### src/rtl/rpie_pkg.sv
// Shared types and constants for the resource pool with idle eviction.
// Used by the interfaces, controller, datapath, top level and checker.
package rpie_pkg;

    localparam int KEY_W   = 32;
    localparam int FRAME_W = 32;
    localparam int SLOT_W  = 4;
    localparam int DATA_W  = 32;
    localparam int ADDR_W  = 3;

    // Register index as decoded from paddr[ADDR_W-1].
    localparam logic REG_MAX_IDLE = 1'b0;
    localparam logic [DATA_W-1:0] MAX_IDLE_RESET = 32'd3;

    typedef enum logic [1:0] {
        FN_REQUEST = 2'd0,
        FN_RETURN  = 2'd1,
        FN_TICK    = 2'd2,
        FN_CLEAR   = 2'd3
    } t_func;

    typedef enum logic [2:0] {
        ST_REUSED    = 3'd0,
        ST_NEW       = 3'd1,
        ST_FULL      = 3'd2,
        ST_RETURNED  = 3'd3,
        ST_NOT_FOUND = 3'd4,
        ST_EVICTED   = 3'd5,
        ST_NONE      = 3'd6,
        ST_IGNORED   = 3'd7
    } t_status;

    typedef struct packed {
        t_func               func;
        logic [KEY_W-1:0]    key;
        logic [FRAME_W-1:0]  frame;
        logic [SLOT_W-1:0]   slot_in;
        logic                slot_in_valid;
    } t_in_item;

    typedef struct packed {
        t_status             status;
        logic [SLOT_W-1:0]   slot_out;
        logic [KEY_W-1:0]    key_out;
        logic                last;
    } t_out_item;

    typedef enum logic [2:0] {
        S_IDLE,
        S_REQ,
        S_RET,
        S_EVICT,
        S_FIN
    } t_state;

    // Controller to datapath.
    typedef struct packed {
        logic take;
        logic inc;
        logic grant_hit;
        logic grant_end;
        logic ret;
        logic evict_step;
        logic fin;
    } t_dp_cmd;

    // Datapath to controller.
    typedef struct packed {
        logic out_free;
        logic hit;
        logic at_end;
        logic evict;
        logic pend_vld;
    } t_dp_sts;

endpackage

### src/rtl/rpie_if.sv
// Valid/ready channel interfaces for the pool's input and result streams.
// Depends on rpie_pkg for the payload types.
interface rpie_in_if
    import rpie_pkg::*;
();
    logic     valid;
    logic     ready;
    t_in_item item;

    modport source (output valid, output item, input ready);
    modport sink   (input valid, input item, output ready);
endinterface

interface rpie_out_if
    import rpie_pkg::*;
();
    logic      valid;
    logic      ready;
    t_out_item item;

    modport source (output valid, output item, input ready);
    modport sink   (input valid, input item, output ready);
endinterface

### src/rtl/rpie_ctrl.sv
// Pool sequencer: walks the slots one per cycle unless a held eviction stalls it,
// and issues datapath commands. Depends on rpie_pkg.
module rpie_ctrl
    import rpie_pkg::*;
(
    input  logic    i_clk,
    input  logic    i_rst_n,
    input  logic    i_in_valid,
    input  t_func   i_in_func,
    input  t_dp_sts i_sts,
    output logic    o_in_ready,
    output t_dp_cmd o_cmd
);

    t_state r_state;
    t_state n_state;

    always_ff @(posedge i_clk) begin
        if (!i_rst_n) begin
            r_state <= S_IDLE;
        end else begin
            r_state <= n_state;
        end
    end

    always_comb begin
        n_state = r_state;
        unique case (r_state)
            S_IDLE: begin
                if (i_in_valid) begin
                    unique case (i_in_func)
                        FN_REQUEST: n_state = S_REQ;
                        FN_RETURN:  n_state = S_RET;
                        default:    n_state = S_EVICT;
                    endcase
                end
            end
            S_REQ: begin
                if ((i_sts.hit || i_sts.at_end) && i_sts.out_free) begin
                    n_state = S_IDLE;
                end
            end
            S_RET: begin
                if (i_sts.out_free) begin
                    n_state = S_IDLE;
                end
            end
            S_EVICT: begin
                if (!(i_sts.evict && i_sts.pend_vld && !i_sts.out_free) && i_sts.at_end) begin
                    n_state = S_FIN;
                end
            end
            S_FIN: begin
                if (i_sts.out_free) begin
                    n_state = S_IDLE;
                end
            end
            default: n_state = S_IDLE;
        endcase
    end

    always_comb begin
        o_in_ready = 1'b0;
        o_cmd      = '0;
        unique case (r_state)
            S_IDLE: begin
                o_in_ready = 1'b1;
                o_cmd.take = i_in_valid;
            end
            S_REQ: begin
                if (i_sts.hit) begin
                    o_cmd.grant_hit = i_sts.out_free;
                end else if (i_sts.at_end) begin
                    o_cmd.grant_end = i_sts.out_free;
                end else begin
                    o_cmd.inc = 1'b1;
                end
            end
            S_RET: begin
                o_cmd.ret = i_sts.out_free;
            end
            S_EVICT: begin
                // stall only when a held eviction must be pushed out
                if (!(i_sts.evict && i_sts.pend_vld && !i_sts.out_free)) begin
                    o_cmd.evict_step = 1'b1;
                    o_cmd.inc        = !i_sts.at_end;
                end
            end
            S_FIN: begin
                o_cmd.fin = i_sts.out_free;
            end
            default: begin
                o_in_ready = 1'b0;
            end
        endcase
    end

endmodule

### src/rtl/rpie_datapath.sv
// Pool storage and result path: slot flags, key and frame memories, scan index,
// held eviction and output register. Depends on rpie_pkg.
module rpie_datapath
    import rpie_pkg::*;
#(
    parameter int POOL_DEPTH = 16,
    parameter int KEY_WIDTH  = 32
) (
    input  logic              i_clk,
    input  logic              i_rst_n,
    input  t_dp_cmd           i_cmd,
    input  t_in_item          i_in_item,
    input  logic [DATA_W-1:0] i_max_idle,
    input  logic              i_out_ready,
    output t_dp_sts           o_sts,
    output logic              o_out_valid,
    output t_out_item         o_out_item
);

    localparam int IW = $clog2(POOL_DEPTH);
    localparam int KW = (KEY_WIDTH < KEY_W) ? KEY_WIDTH : KEY_W;

    logic [POOL_DEPTH-1:0] r_valid;
    logic [POOL_DEPTH-1:0] r_busy;
    logic [KW-1:0]         r_key_mem   [POOL_DEPTH];
    logic [FRAME_W-1:0]    r_frame_mem [POOL_DEPTH];
    logic [KW-1:0]         r_key_rd;
    logic [FRAME_W-1:0]    r_frame_rd;

    logic [IW-1:0]         r_idx;
    logic [IW-1:0]         n_idx;
    t_in_item              r_item;

    logic                  r_emp_vld;
    logic [IW-1:0]         r_emp_idx;
    logic                  r_pend_vld;
    logic [IW-1:0]         r_pend_idx;
    logic [KW-1:0]         r_pend_key;

    logic                  r_out_vld;
    t_out_item             r_out;
    t_out_item             n_out;
    logic                  out_load;

    logic [KW-1:0]         req_key;
    logic                  cur_empty;
    logic                  new_ok;
    logic [IW-1:0]         new_idx;
    logic                  sin_ok;
    logic                  ret_ok;
    logic [FRAME_W-1:0]    age;
    logic                  hit;
    logic                  evict;
    logic                  at_end;
    logic                  out_free;
    logic                  mem_we;
    logic                  key_we;
    logic [IW-1:0]         w_idx;

    assign req_key   = r_item.key[KW-1:0];
    assign cur_empty = !r_valid[r_idx];
    assign new_ok    = r_emp_vld || cur_empty;
    assign new_idx   = r_emp_vld ? r_emp_idx : r_idx;
    assign sin_ok    = 32'(r_item.slot_in) < 32'(POOL_DEPTH);
    assign ret_ok    = r_item.slot_in_valid && sin_ok && r_valid[r_idx];
    assign age       = r_item.frame - r_frame_rd;
    assign hit       = r_valid[r_idx] && !r_busy[r_idx] && (r_key_rd == req_key);
    assign evict     = r_valid[r_idx] &&
                       ((r_item.func == FN_CLEAR) || (!r_busy[r_idx] && (age > i_max_idle)));
    assign at_end    = (r_idx == IW'(POOL_DEPTH - 1));
    assign out_free  = !r_out_vld || i_out_ready;

    assign o_sts = '{out_free: out_free, hit: hit, at_end: at_end,
                     evict: evict, pend_vld: r_pend_vld};

    // Scan index; a return points it straight at the named slot.
    always_comb begin
        if (i_cmd.take) begin
            n_idx = (i_in_item.func == FN_RETURN) ? IW'(i_in_item.slot_in) : '0;
        end else if (i_cmd.inc) begin
            n_idx = r_idx + 1'b1;
        end else begin
            n_idx = r_idx;
        end
    end

    always_ff @(posedge i_clk) begin
        if (!i_rst_n) begin
            r_idx <= '0;
        end else begin
            r_idx <= n_idx;
        end
        if (i_cmd.take) begin
            r_item <= i_in_item;
        end
    end

    // Memories: one write port, read at the next index so data lines up with r_idx.
    assign mem_we = i_cmd.grant_hit || (i_cmd.grant_end && new_ok);
    assign key_we = i_cmd.grant_end && new_ok;
    assign w_idx  = i_cmd.grant_hit ? r_idx : new_idx;

    always_ff @(posedge i_clk) begin
        if (mem_we) begin
            r_frame_mem[w_idx] <= r_item.frame;
        end
        if (key_we) begin
            r_key_mem[w_idx] <= req_key;
        end
        r_key_rd   <= r_key_mem[n_idx];
        r_frame_rd <= r_frame_mem[n_idx];
    end

    always_ff @(posedge i_clk) begin
        if (!i_rst_n) begin
            r_valid <= '0;
            r_busy  <= '0;
        end else begin
            if (i_cmd.grant_hit) begin
                r_busy[r_idx] <= 1'b1;
            end
            if (i_cmd.grant_end && new_ok) begin
                r_valid[new_idx] <= 1'b1;
                r_busy[new_idx]  <= 1'b1;
            end
            if (i_cmd.ret && ret_ok) begin
                r_busy[r_idx] <= 1'b0;
            end
            if (i_cmd.evict_step && evict) begin
                r_valid[r_idx] <= 1'b0;
                r_busy[r_idx]  <= 1'b0;
            end
        end
    end

    // Remember the lowest empty slot seen during a request scan.
    always_ff @(posedge i_clk) begin
        if (!i_rst_n) begin
            r_emp_vld <= 1'b0;
        end else if (i_cmd.take) begin
            r_emp_vld <= 1'b0;
        end else if (i_cmd.inc && cur_empty && !r_emp_vld) begin
            r_emp_vld <= 1'b1;
        end
        if (i_cmd.inc && cur_empty && !r_emp_vld) begin
            r_emp_idx <= r_idx;
        end
    end

    // Hold the latest eviction until the scan shows whether it is the final one.
    always_ff @(posedge i_clk) begin
        if (!i_rst_n) begin
            r_pend_vld <= 1'b0;
        end else if (i_cmd.take || i_cmd.fin) begin
            r_pend_vld <= 1'b0;
        end else if (i_cmd.evict_step && evict) begin
            r_pend_vld <= 1'b1;
        end
        if (i_cmd.evict_step && evict) begin
            r_pend_idx <= r_idx;
            r_pend_key <= r_key_rd;
        end
    end

    always_comb begin
        out_load = 1'b0;
        n_out    = '{status: ST_NONE, slot_out: '0, key_out: '0, last: 1'b1};
        if (i_cmd.grant_hit) begin
            out_load = 1'b1;
            n_out    = '{status: ST_REUSED, slot_out: SLOT_W'(r_idx),
                         key_out: KEY_W'(req_key), last: 1'b1};
        end else if (i_cmd.grant_end) begin
            out_load = 1'b1;
            if (new_ok) begin
                n_out = '{status: ST_NEW, slot_out: SLOT_W'(new_idx),
                          key_out: KEY_W'(req_key), last: 1'b1};
            end else begin
                n_out = '{status: ST_FULL, slot_out: '0,
                          key_out: KEY_W'(req_key), last: 1'b1};
            end
        end else if (i_cmd.ret) begin
            out_load = 1'b1;
            if (!r_item.slot_in_valid) begin
                n_out = '{status: ST_IGNORED, slot_out: '0, key_out: '0, last: 1'b1};
            end else if (ret_ok) begin
                n_out = '{status: ST_RETURNED, slot_out: r_item.slot_in,
                          key_out: KEY_W'(r_key_rd), last: 1'b1};
            end else begin
                n_out = '{status: ST_NOT_FOUND, slot_out: r_item.slot_in,
                          key_out: '0, last: 1'b1};
            end
        end else if (i_cmd.evict_step && evict && r_pend_vld) begin
            out_load = 1'b1;
            n_out    = '{status: ST_EVICTED, slot_out: SLOT_W'(r_pend_idx),
                         key_out: KEY_W'(r_pend_key), last: 1'b0};
        end else if (i_cmd.fin) begin
            out_load = 1'b1;
            if (r_pend_vld) begin
                n_out = '{status: ST_EVICTED, slot_out: SLOT_W'(r_pend_idx),
                          key_out: KEY_W'(r_pend_key), last: 1'b1};
            end
        end
    end

    always_ff @(posedge i_clk) begin
        if (!i_rst_n) begin
            r_out_vld <= 1'b0;
        end else if (out_load) begin
            r_out_vld <= 1'b1;
        end else if (i_out_ready) begin
            r_out_vld <= 1'b0;
        end
        if (out_load) begin
            r_out <= n_out;
        end
    end

    assign o_out_valid = r_out_vld;
    assign o_out_item  = r_out;

endmodule

### src/rtl/resource_pool_idle_eviction_core.sv
// Resource pool with idle eviction: request, return, tick and clear over POOL_DEPTH slots.
// Request walks one slot per cycle and registers its result at the first idle match or,
// on a miss, at the last slot. Tick and clear walk every slot, then register their last
// result; return registers its single result directly. A new transfer is taken only once
// the last result is registered and the core is idle; a stalled result holds the walk.
// Synchronous active-low reset empties all slots and sets max_idle_frames to 3.
module resource_pool_idle_eviction_core
    import rpie_pkg::*;
#(
    parameter int POOL_DEPTH = 16,
    parameter int KEY_WIDTH  = 32
) (
    input  logic              i_clk,
    input  logic              i_rst_n,
    rpie_in_if.sink           i_in,
    rpie_out_if.source        o_out,
    input  logic              psel,
    input  logic              penable,
    input  logic              pwrite,
    input  logic [ADDR_W-1:0] paddr,
    input  logic [DATA_W-1:0] pwdata,
    output logic [DATA_W-1:0] prdata,
    output logic              pready
);

    logic [DATA_W-1:0] r_max_idle;
    t_dp_cmd           cmd;
    t_dp_sts           sts;
    logic              in_ready;
    logic              out_valid;
    t_out_item         out_item;

    assign pready = 1'b1;
    assign prdata = (paddr[ADDR_W-1] == REG_MAX_IDLE) ? r_max_idle : '0;

    always_ff @(posedge i_clk) begin
        if (!i_rst_n) begin
            r_max_idle <= MAX_IDLE_RESET;
        end else if (psel && penable && pwrite && pready &&
                     (paddr[ADDR_W-1] == REG_MAX_IDLE)) begin
            r_max_idle <= pwdata;
        end
    end

    rpie_ctrl u_ctrl (
        .i_clk      (i_clk),
        .i_rst_n    (i_rst_n),
        .i_in_valid (i_in.valid),
        .i_in_func  (i_in.item.func),
        .i_sts      (sts),
        .o_in_ready (in_ready),
        .o_cmd      (cmd)
    );

    rpie_datapath #(
        .POOL_DEPTH (POOL_DEPTH),
        .KEY_WIDTH  (KEY_WIDTH)
    ) u_datapath (
        .i_clk       (i_clk),
        .i_rst_n     (i_rst_n),
        .i_cmd       (cmd),
        .i_in_item   (i_in.item),
        .i_max_idle  (r_max_idle),
        .i_out_ready (o_out.ready),
        .o_sts       (sts),
        .o_out_valid (out_valid),
        .o_out_item  (out_item)
    );

    assign i_in.ready  = in_ready;
    assign o_out.valid = out_valid;
    assign o_out.item  = out_item;

endmodule

### src/flat_wrapper.sv
// flat-port wrapper written by rule: the top's interface ports become plain ports
module resource_pool_idle_eviction_core_flat import rpie_pkg::*;
#(
    parameter int POOL_DEPTH = 16,
    parameter int KEY_WIDTH  = 32
)
  (i_clk, i_rst_n, psel, penable, pwrite, paddr, pwdata, prdata, pready, i_in_valid, i_in_item, i_in_ready, o_out_valid, o_out_item, o_out_ready);
  rpie_in_if i_in_i ();
  rpie_out_if o_out_i ();
  input  logic i_clk;
  input  logic i_rst_n;
  input  logic psel;
  input  logic penable;
  input  logic pwrite;
  input  logic [ADDR_W-1:0] paddr;
  input  logic [DATA_W-1:0] pwdata;
  output logic [DATA_W-1:0] prdata;
  output logic pready;
  input wire logic [$bits(i_in_i.valid)-1:0] i_in_valid;
  input wire logic [$bits(i_in_i.item)-1:0] i_in_item;
  output wire logic [$bits(i_in_i.ready)-1:0] i_in_ready;
  output wire logic [$bits(o_out_i.valid)-1:0] o_out_valid;
  output wire logic [$bits(o_out_i.item)-1:0] o_out_item;
  input wire logic [$bits(o_out_i.ready)-1:0] o_out_ready;
  assign i_in_i.valid = i_in_valid;
  assign i_in_i.item = i_in_item;
  assign i_in_ready = i_in_i.ready;
  assign o_out_valid = o_out_i.valid;
  assign o_out_item = o_out_i.item;
  assign o_out_i.ready = o_out_ready;
  resource_pool_idle_eviction_core #(.POOL_DEPTH(POOL_DEPTH), .KEY_WIDTH(KEY_WIDTH)) u_core (.i_clk(i_clk), .i_rst_n(i_rst_n), .i_in(i_in_i), .o_out(o_out_i), .psel(psel), .penable(penable), .pwrite(pwrite), .paddr(paddr), .pwdata(pwdata), .prdata(prdata), .pready(pready));
endmodule
### config.mk
export PLATFORM = sky130hd
export DESIGN_NAME = resource_pool_idle_eviction_core_flat
export DESIGN_NICKNAME = d
export VERILOG_FILES = /design/src/rtl/rpie_pkg.sv /design/src/rtl/rpie_if.sv /design/src/rtl/rpie_ctrl.sv /design/src/rtl/rpie_datapath.sv /design/src/rtl/resource_pool_idle_eviction_core.sv /design/src/flat_wrapper.sv
export SDC_FILE = /design/constraint.sdc
export NUM_CORES = 2
export LEC_CHECK = 0
export BUFFER_PORTS_ARGS = -buffer_cell sky130_fd_sc_hd__buf_2
export CORE_UTILIZATION = 50
export DETAILED_ROUTE_END_ITERATION = 10
export GPL_ROUTABILITY_DRIVEN = 1
export PLACE_DENSITY_LB_ADDON = 0.05
export SLEW_MARGIN = 10
export SYNTH_ARGS = -nofsm -noshare
export SYNTH_HDL_FRONTEND = slang
export SYNTH_SLANG_ARGS = --single-unit
### constraint.sdc
create_clock -name i_clk -period 18.99 [get_ports i_clk]
set_input_delay 0.9495 -clock i_clk [delete_from_list [all_inputs] [get_ports i_clk]]
set_output_delay 0.9495 -clock i_clk [all_outputs]
set_load 0.01 [all_outputs]
; Yosys cells after proc, flatten, opt, wreduce, memory -nomap -nowiden
; Memory sizes are Yosys's and may differ from the RTL's. A register that Yosys moved wholly into a read port is not among the register bits.
; Cells that the tools add are included.
[word_totals]
reg_bits = 225
ramBits = 1024
inputBits = 113
output_inout_bits = 75
mem_count = 2
[mem_list]
columns = name, words, word_bits, rd, rd_ports_with_merged_regs, write_ports, line_no
row1 = u_core.u_datapath.r_frame_mem, 16, 32, 1, 1, 1, rpie_datapath.sv:26  ; logic [FRAME_W-1:0] r_frame_mem [POOL_DEPTH];
row2 = u_core.u_datapath.r_key_mem, 16, 32, 1, 1, 1, rpie_datapath.sv:25  ; logic [KW-1:0] r_key_mem [POOL_DEPTH];
[classes]
addsub = 2
n_lt_le_gt_ge = 5
eq_ne = 12
n_mux = 64
bitwise_logic = 9
n_reduce_logical = 40
[ops]
columns = cell, n
row1 = 2-to-1 mux 16 bit, 10
row2 = 2-to-1 mux 40 bit, 4
row3 = 2-to-1 mux 39 bit, 4
row4 = AND 16 bit, 3
row5 = bitwise OR 16 bit, 3
row6 = 2-to-1 mux 37 bit, 1
row7 = equality test 32 bit, 1
row8 = > comparator 32 bit, 1
row9 = 2-to-1 mux 32 bit, 1
row10 = subtractor 32 bit, 1
row11 = 2-to-1 mux 1 bit, 27
row12 = logical AND 1 bit, 20
row13 = 2-to-1 mux 4 bit, 5
row14 = inverter 16 bit, 1
row15 = 2-to-1 mux 3 bit, 4
row16 = one-hot mux 3 bit (4 select lines), 1
row17 = < comparator 4 x 5 -> 1 bit (second input constant), 2
row18 = binary-select mux 1 bit (select 4 bit), 2
row19 = demux 1 bit (select 4 bit), 2
row20 = greater-or-equal comparator 4 x 1 -> 1 bit (second input constant), 2
row21 = zero test 1 bit, 7
row22 = equality test 3 x 2 -> 1 bit (second input constant), 2
row23 = logical OR 1 bit, 6
row24 = != test 2 bit (second input constant), 3
row25 = other kinds (16), 19

; Depth between registers and ports, before layout
[logic_depth]
word_depth = 17
mapped_depth = 30

; By module
; A second synthesis with hierarchy kept.
[hier_totals]
cells_unflattened = 3981
hier_area_um2 = 54354.6
[modules_own_cells]
columns = module, n_inst, cells_per_inst, area_each_um2, seq_area_each_um2
row1 = rpie_datapath, 1, 3768, 52486.6, 37345.8
row2 = resource_pool_idle_eviction_core, 1, 177, 1547.7, 640.6
row3 = rpie_ctrl, 1, 36, 320.3, 60.1

; Worst setup path before layout
; Ideal clock, no wire load.
[synth_path]
kind = flip-flop to flip-flop
start = register u_core.u_datapath.r_item[5] (netlist bit)
end = register u_core.u_datapath.r_out, in the netlist u_core.u_datapath.o_out_item[0], enable pin
arrival_ns = 7.439
slack_ns = 11.150
path_stages_with_launch = 26
n_path_buf = 1
period_less_slack_ns = 7.840
cell_sequence = edfxtp_1 -> inv_1 -> ha_1 -> inv_1 -> fa_1 -> a21oi_1 -> nor2_1 -> o31ai_1 -> a211oi_1 -> o31a_1 -> o21bai_1 -> o21bai_1 -> a21o_1 -> a311oi_1 -> nor2_1 -> xor2_1 -> ha_1 -> nand4_1 -> or4_1 -> a41oi_1 -> o21ai_1 -> or3_1 -> or2_2 -> inv_2 -> clkbuf_1 -> a221o_1
[synth_between]
elab_chain_len = 15
[synth_rtl]
columns = element, line_no
row1 = from (decl), rpie_datapath.sv:32  ; t_in_item r_item;
row2 = from (signal assigned), rpie_datapath.sv:94  ; r_item <= i_in_item;
row3 = subtractor 32 bit (*), rpie_datapath.sv:66  ; assign age = r_item.frame - r_frame_rd;
row4 = > comparator 32 bit (*), rpie_datapath.sv:69  ; ((r_item.func == FN_CLEAR) || (!r_busy[r_idx] && (age > i_max_idle)));
row5 = logical AND 1 bit (*), rpie_datapath.sv:69
row6 = logical OR 1 bit (*), rpie_datapath.sv:69
row7 = logical AND 1 bit (*), rpie_datapath.sv:68  ; assign evict = r_valid[r_idx] &&
row8 = logical AND 1 bit (2 in series), rpie_ctrl.sv:84  ; if (!(i_sts.evict && i_sts.pend_vld && !i_sts.out_free)) begin
row9 = 2-to-1 mux 1 bit, rpie_ctrl.sv:84
row10 = 2-to-1 mux 1 bit, rpie_ctrl.sv:65  ; unique case (r_state)
row11 = logical AND 1 bit (*) (2 in series), rpie_datapath.sv:192  ; end else if (i_cmd.evict_step && evict && r_pend_vld) begin
row12 = 2-to-1 mux 1 bit (*), rpie_datapath.sv:192
row13 = 2-to-1 mux 1 bit (*), rpie_datapath.sv:181  ; end else if (i_cmd.ret) begin
row14 = 2-to-1 mux 1 bit (*), rpie_datapath.sv:172  ; end else if (i_cmd.grant_end) begin
row15 = 2-to-1 mux 1 bit (*), rpie_datapath.sv:168  ; if (i_cmd.grant_hit) begin
row16 = named net u_core.u_datapath.out_load, rpie_datapath.sv:43  ; logic out_load;
row17 = to (signal assigned), rpie_datapath.sv:214  ; r_out <= n_out;
row18 = to (decl), rpie_datapath.sv:41  ; t_out_item r_out;
; The timed path passes the listed nets; every way through them passes the cells marked *.
; A chain may end at the register's enable or synchronous reset.

; Worst setup path after layout
[layout_path]
start = register u_core.u_datapath.r_item[6] (netlist bit)
end = register u_core.u_datapath.r_key_rd[22], read port of u_core.u_datapath.r_key_mem
[layout_between]
elab_chain_len = 11
[layout_rtl]
columns = element, line_no
row1 = subtractor 32 bit, rpie_datapath.sv:66
row2 = > comparator 32 bit, rpie_datapath.sv:69
row3 = logical AND 1 bit, rpie_datapath.sv:69
row4 = logical OR 1 bit, rpie_datapath.sv:69
row5 = logical AND 1 bit, rpie_datapath.sv:68
row6 = logical AND 1 bit (2 in series), rpie_ctrl.sv:84
row7 = 2-to-1 mux 1 bit, rpie_ctrl.sv:84
row8 = one-hot mux 1 bit (2 select lines), rpie_ctrl.sv:65
row9 = 2-to-1 mux 4 bit, rpie_datapath.sv:80  ; end else if (i_cmd.inc) begin
row10 = 2-to-1 mux 4 bit, rpie_datapath.sv:78  ; if (i_cmd.take) begin
row11 = to (decl), rpie_datapath.sv:27  ; logic [KW-1:0] r_key_rd;
; Every way passes these cells.

==> flow_summary_export.csv <==
group,metric,value,unit
status,status,"completed",
route,drtAntennaViolNets,0,
worst_hold_path,hp-class,"primary input to register",
die,initial_core_util,50.7,%
timing,clock_skew,26.8,ps
finish,multi_input_area,15000,sq um
power_and_ir_drop,ir_drop,81.1,uV
logic_synthesis,yosys_most_used_dff,"edfxtp_1",
worst_hold_path,hold_depth,1,
finish,fillerInstances,8448,
placement,portBuffers,184,
die,fp-row-count,120,
route,avgRoutedWirePerCell,25.6,um
worst_setup_path,cp_max_fo,65,
clocking,cts.sinks,1313,
placement,place_congestion,0.845,
die,io_pins,188,
finish,area_growth,11.7,%
worst_setup_path,arrival,11440,ps
timing,setup_tns,0,ps
finish,seqCellArea,38000,sq um
clocking,cts_tree,"built",
clocking,clkLatencyLatePin,730,ps
timing,setup_viol,0,
power_and_ir_drop,p_total,6.67,mW
timing,min_period,10860,ps
clocking,clk_path_buf_depth,3,
route,vias_per_cell,5.70,
grt,grtUsageTotal,23.2,%
clocking,numCtsBuffers,138,
logic_synthesis,synth-edff-count,1175,
logic_synthesis,syn_inst,3280,
logic_synthesis,synth_warnings,0,
clocking,ctsHoldBuffers,0,
timing,fmax,0.0921,GHz
finish,final_common_cell,"edfxtp_1",
logic_synthesis,synth.cell_area,54600,sq um
route,drc,0,
logic_synthesis,synth_area_per_cell,16.6,sq um
die,core-area,108000,sq um
clocking,path_clk_slew,60,ps
finish,finalNetCount,3689,
die,dieArea,111000,sq um
finish,stdcell_count,5026,
clocking,cts_resized,0,
grt,grt_pass1_vias,29300,
route,first_pass_iters,6,
worst_setup_path,worst_setup_path_start_kind,"register",
logic_synthesis,ys_seq_elements,1313,
timing,slew_headroom,24.1,%
power_and_ir_drop,p_leak,25.1,nW
grt,antenna_found_initial,5,
logic_synthesis,synth_fp_nets,3461,
worst_setup_path,r2r.worst_path.cells,26,
placement,place_area,56600,sq um
worst_setup_path,required,19570,ps
power_and_ir_drop,power_density,109,nW/um^2
timing,period_share,57.2,%
clocking,h-tree-depth,4,
die,die_y,332,um
route,drt_iter0_drc,2216,
logic_synthesis,synth-seq-area-share,69.7,%
grt,grt_max_degree,149,
clocking,cts-root-buf,"clkbuf_16",
route,num_vias,28600,
route,drt_wl_total,129000,um
timing,rsz0062_at_grt,"no",
finish,final_area,61000,sq um
finish,final_cell_mix,"edfxtp_1 (1175), mux2i_1 (962), buf_2 (184)",
grt,grt_overflow,0,
logic_synthesis,ys_types,75,
placement,dpl.cell_count,4771,
grt,grt_pass1_wl,188000,um
timing,hold_viol_final,0,
worst_setup_path,cp-end-kind,"register",
logic_synthesis,async_reset_ff_share,0,%
job,drv_cap,0,
die,die_x,332,um
placement,dp_hpwl,70400,um
finish,drive_gt1_share,13.9,%
clocking,cts_setup_buffers,0,
timing,worstMarginPinSlew,1140,ps
timing,drv_slew,0,
worst_setup_path,critPathKind,"register to register",
## cell usage after synthesis (9+ instances only)
library cell	n	area share (%)
edfxtp_1	1175	65
a311oi_1	15	0.24
nand2_1	106	0.73
inv_1	106	0.73
o21ai_0	33	0.30
nand4_1	10	0.11
nor2_1	130	0.89
xnor2_1	25	0.40
nor4_1	11	0.13
nor2b_1	19	0.22
mux2i_1	962	18
a21o_1	10	0.14
a222oi_1	32	0.59
buf_12	34	1.2
nand3_1	12	0.11
buf_8	11	0.30
buf_6	9	0.19
nor3_1	9	0.082
clkbuf_1	44	0.30
or3_1	11	0.13
ha_1	67	1.5
buf_4	10	0.14
o21bai_1	10	0.14
o221a_2	9	0.19
a21oi_1	71	0.65
xor2_1	39	0.63
buf_2	40	0.37
dfxtp_1	138	5.1
o221a_1	10	0.21
## stage by stage
stage	utilization (%)	hold slack (ps)	setup slack, ps
floorplan	-	424	11150
global placement	52.6	445	8430
detailed placement	52.6	450	8180
CTS	56.6	332	8140
global route	56.6	350	7640
finish	56.6	391	8130
## sequential cells by signal, indices dropped and copies added, names as in the netlist
name / flops
u_core.u_datapath.r_frame_mem: 512
u_core.u_datapath.r_key_mem: 512
u_core.u_datapath.o_out_item: 40
u_core.u_datapath.r_item: 39
u_core.r_max_idle: 32
u_core.u_datapath.r_frame_rd: 32
u_core.u_datapath.r_key_rd: 32
u_core.u_datapath.r_pend_key: 32
u_core.u_datapath.req_key: 32
u_core.u_datapath.r_busy: 16
u_core.u_datapath.r_valid: 16
u_core.u_datapath.r_emp_idx: 4
u_core.u_datapath.r_idx: 4
u_core.u_datapath.r_pend_idx: 4
u_core.u_ctrl.r_state: 3
u_core.u_datapath.o_out_valid: 1
u_core.u_datapath.r_emp_vld: 1
u_core.u_datapath.r_pend_vld: 1
## where the power goes
| part | leakage (nW) | switching, mW | internal, mW |
|---|---|---|---|
| clock | 2.14 | 1.07 | 1.52 |
| sequential | 11.7 | 0.0730 | 3.21 |
| combinational | 11.2 | 0.445 | 0.348 |
| total | 25.1 | 1.59 | 5.08 |
## final timing paths
check | start | endpoint | slack (ps)
max | u_core.u_datapath.r_item[6] | u_core.u_datapath.r_key_rd[22] | 8130
min | i_in_item[12] | u_core.u_datapath.r_item[12] | 390
max reg2reg | u_core.u_datapath.r_item[6] | u_core.u_datapath.r_key_rd[22] | 8130
min reg2reg | u_core.r_max_idle[19] | u_core.r_max_idle[19] | 460
## kinds of logic (layout without fill, tap and decap cells)
group                      count (synthesis)  after routing  synth area share [%]
AOI/OAI and AO/OA                        249            249                  3.38
xor gates and xnor gates                  64             64                  1.03
adders and majority gates                 68             68                  1.57
buffers and inverters                    266            607                  3.39
DFF                                     1313           1313                  69.7
muxes                                    972            972                  18.0
other                                      1              3               0.00687
and+or+nand+nor                          347            347                  2.91
## final cells by class
class / instances / area share, %
Timing Repair Buffer: 244 / 2.27
Sequential cell: 1313 / 62.4
Inverter: 110 / 0.681
Clock inverter: 53 / 0.747
Clock buffer: 200 / 6.42
Antenna cell: 2 / 0.00821
Multi-Input combinational cell: 1701 / 24.6
Tap cell: 1403 / 2.88
## metal layers
metal / track usage (%) / wire [um] / vias to the layer above
met4: 7.10 / 3310 / 6
met1: 31.1 / 56400 / 14500
li1: - / - / 13100
met3: 3.42 / 5830 / 219
met5: 0 / 30 / -
met2: 39.1 / 62900 / 817
## worst max-delay path, cell delays in order (launching register included)
cell and delay, ps:
edfxtp_1 730, ha_1 340, nor2b_1 120, o21ai_0 200, a21boi_0 180, o311a_1 420
a31o_2 300, a21boi_0 540, a21oi_1 290, a311oi_1 550, o311ai_0 290, a21oi_1 230
xnor2_1 90, ha_1 300, nand4_1 220, or4_1 630, nor4b_1 990, a211oi_2 110
o2111ai_1 250, a21oi_2 130, o31ai_4 940, buf_4 1000, buf_4 950, mux2i_1 270
mux2i_1 100, mux2i_1 300, mux2i_1 130
Note: power is estimated with default switching activity, not from simulation.
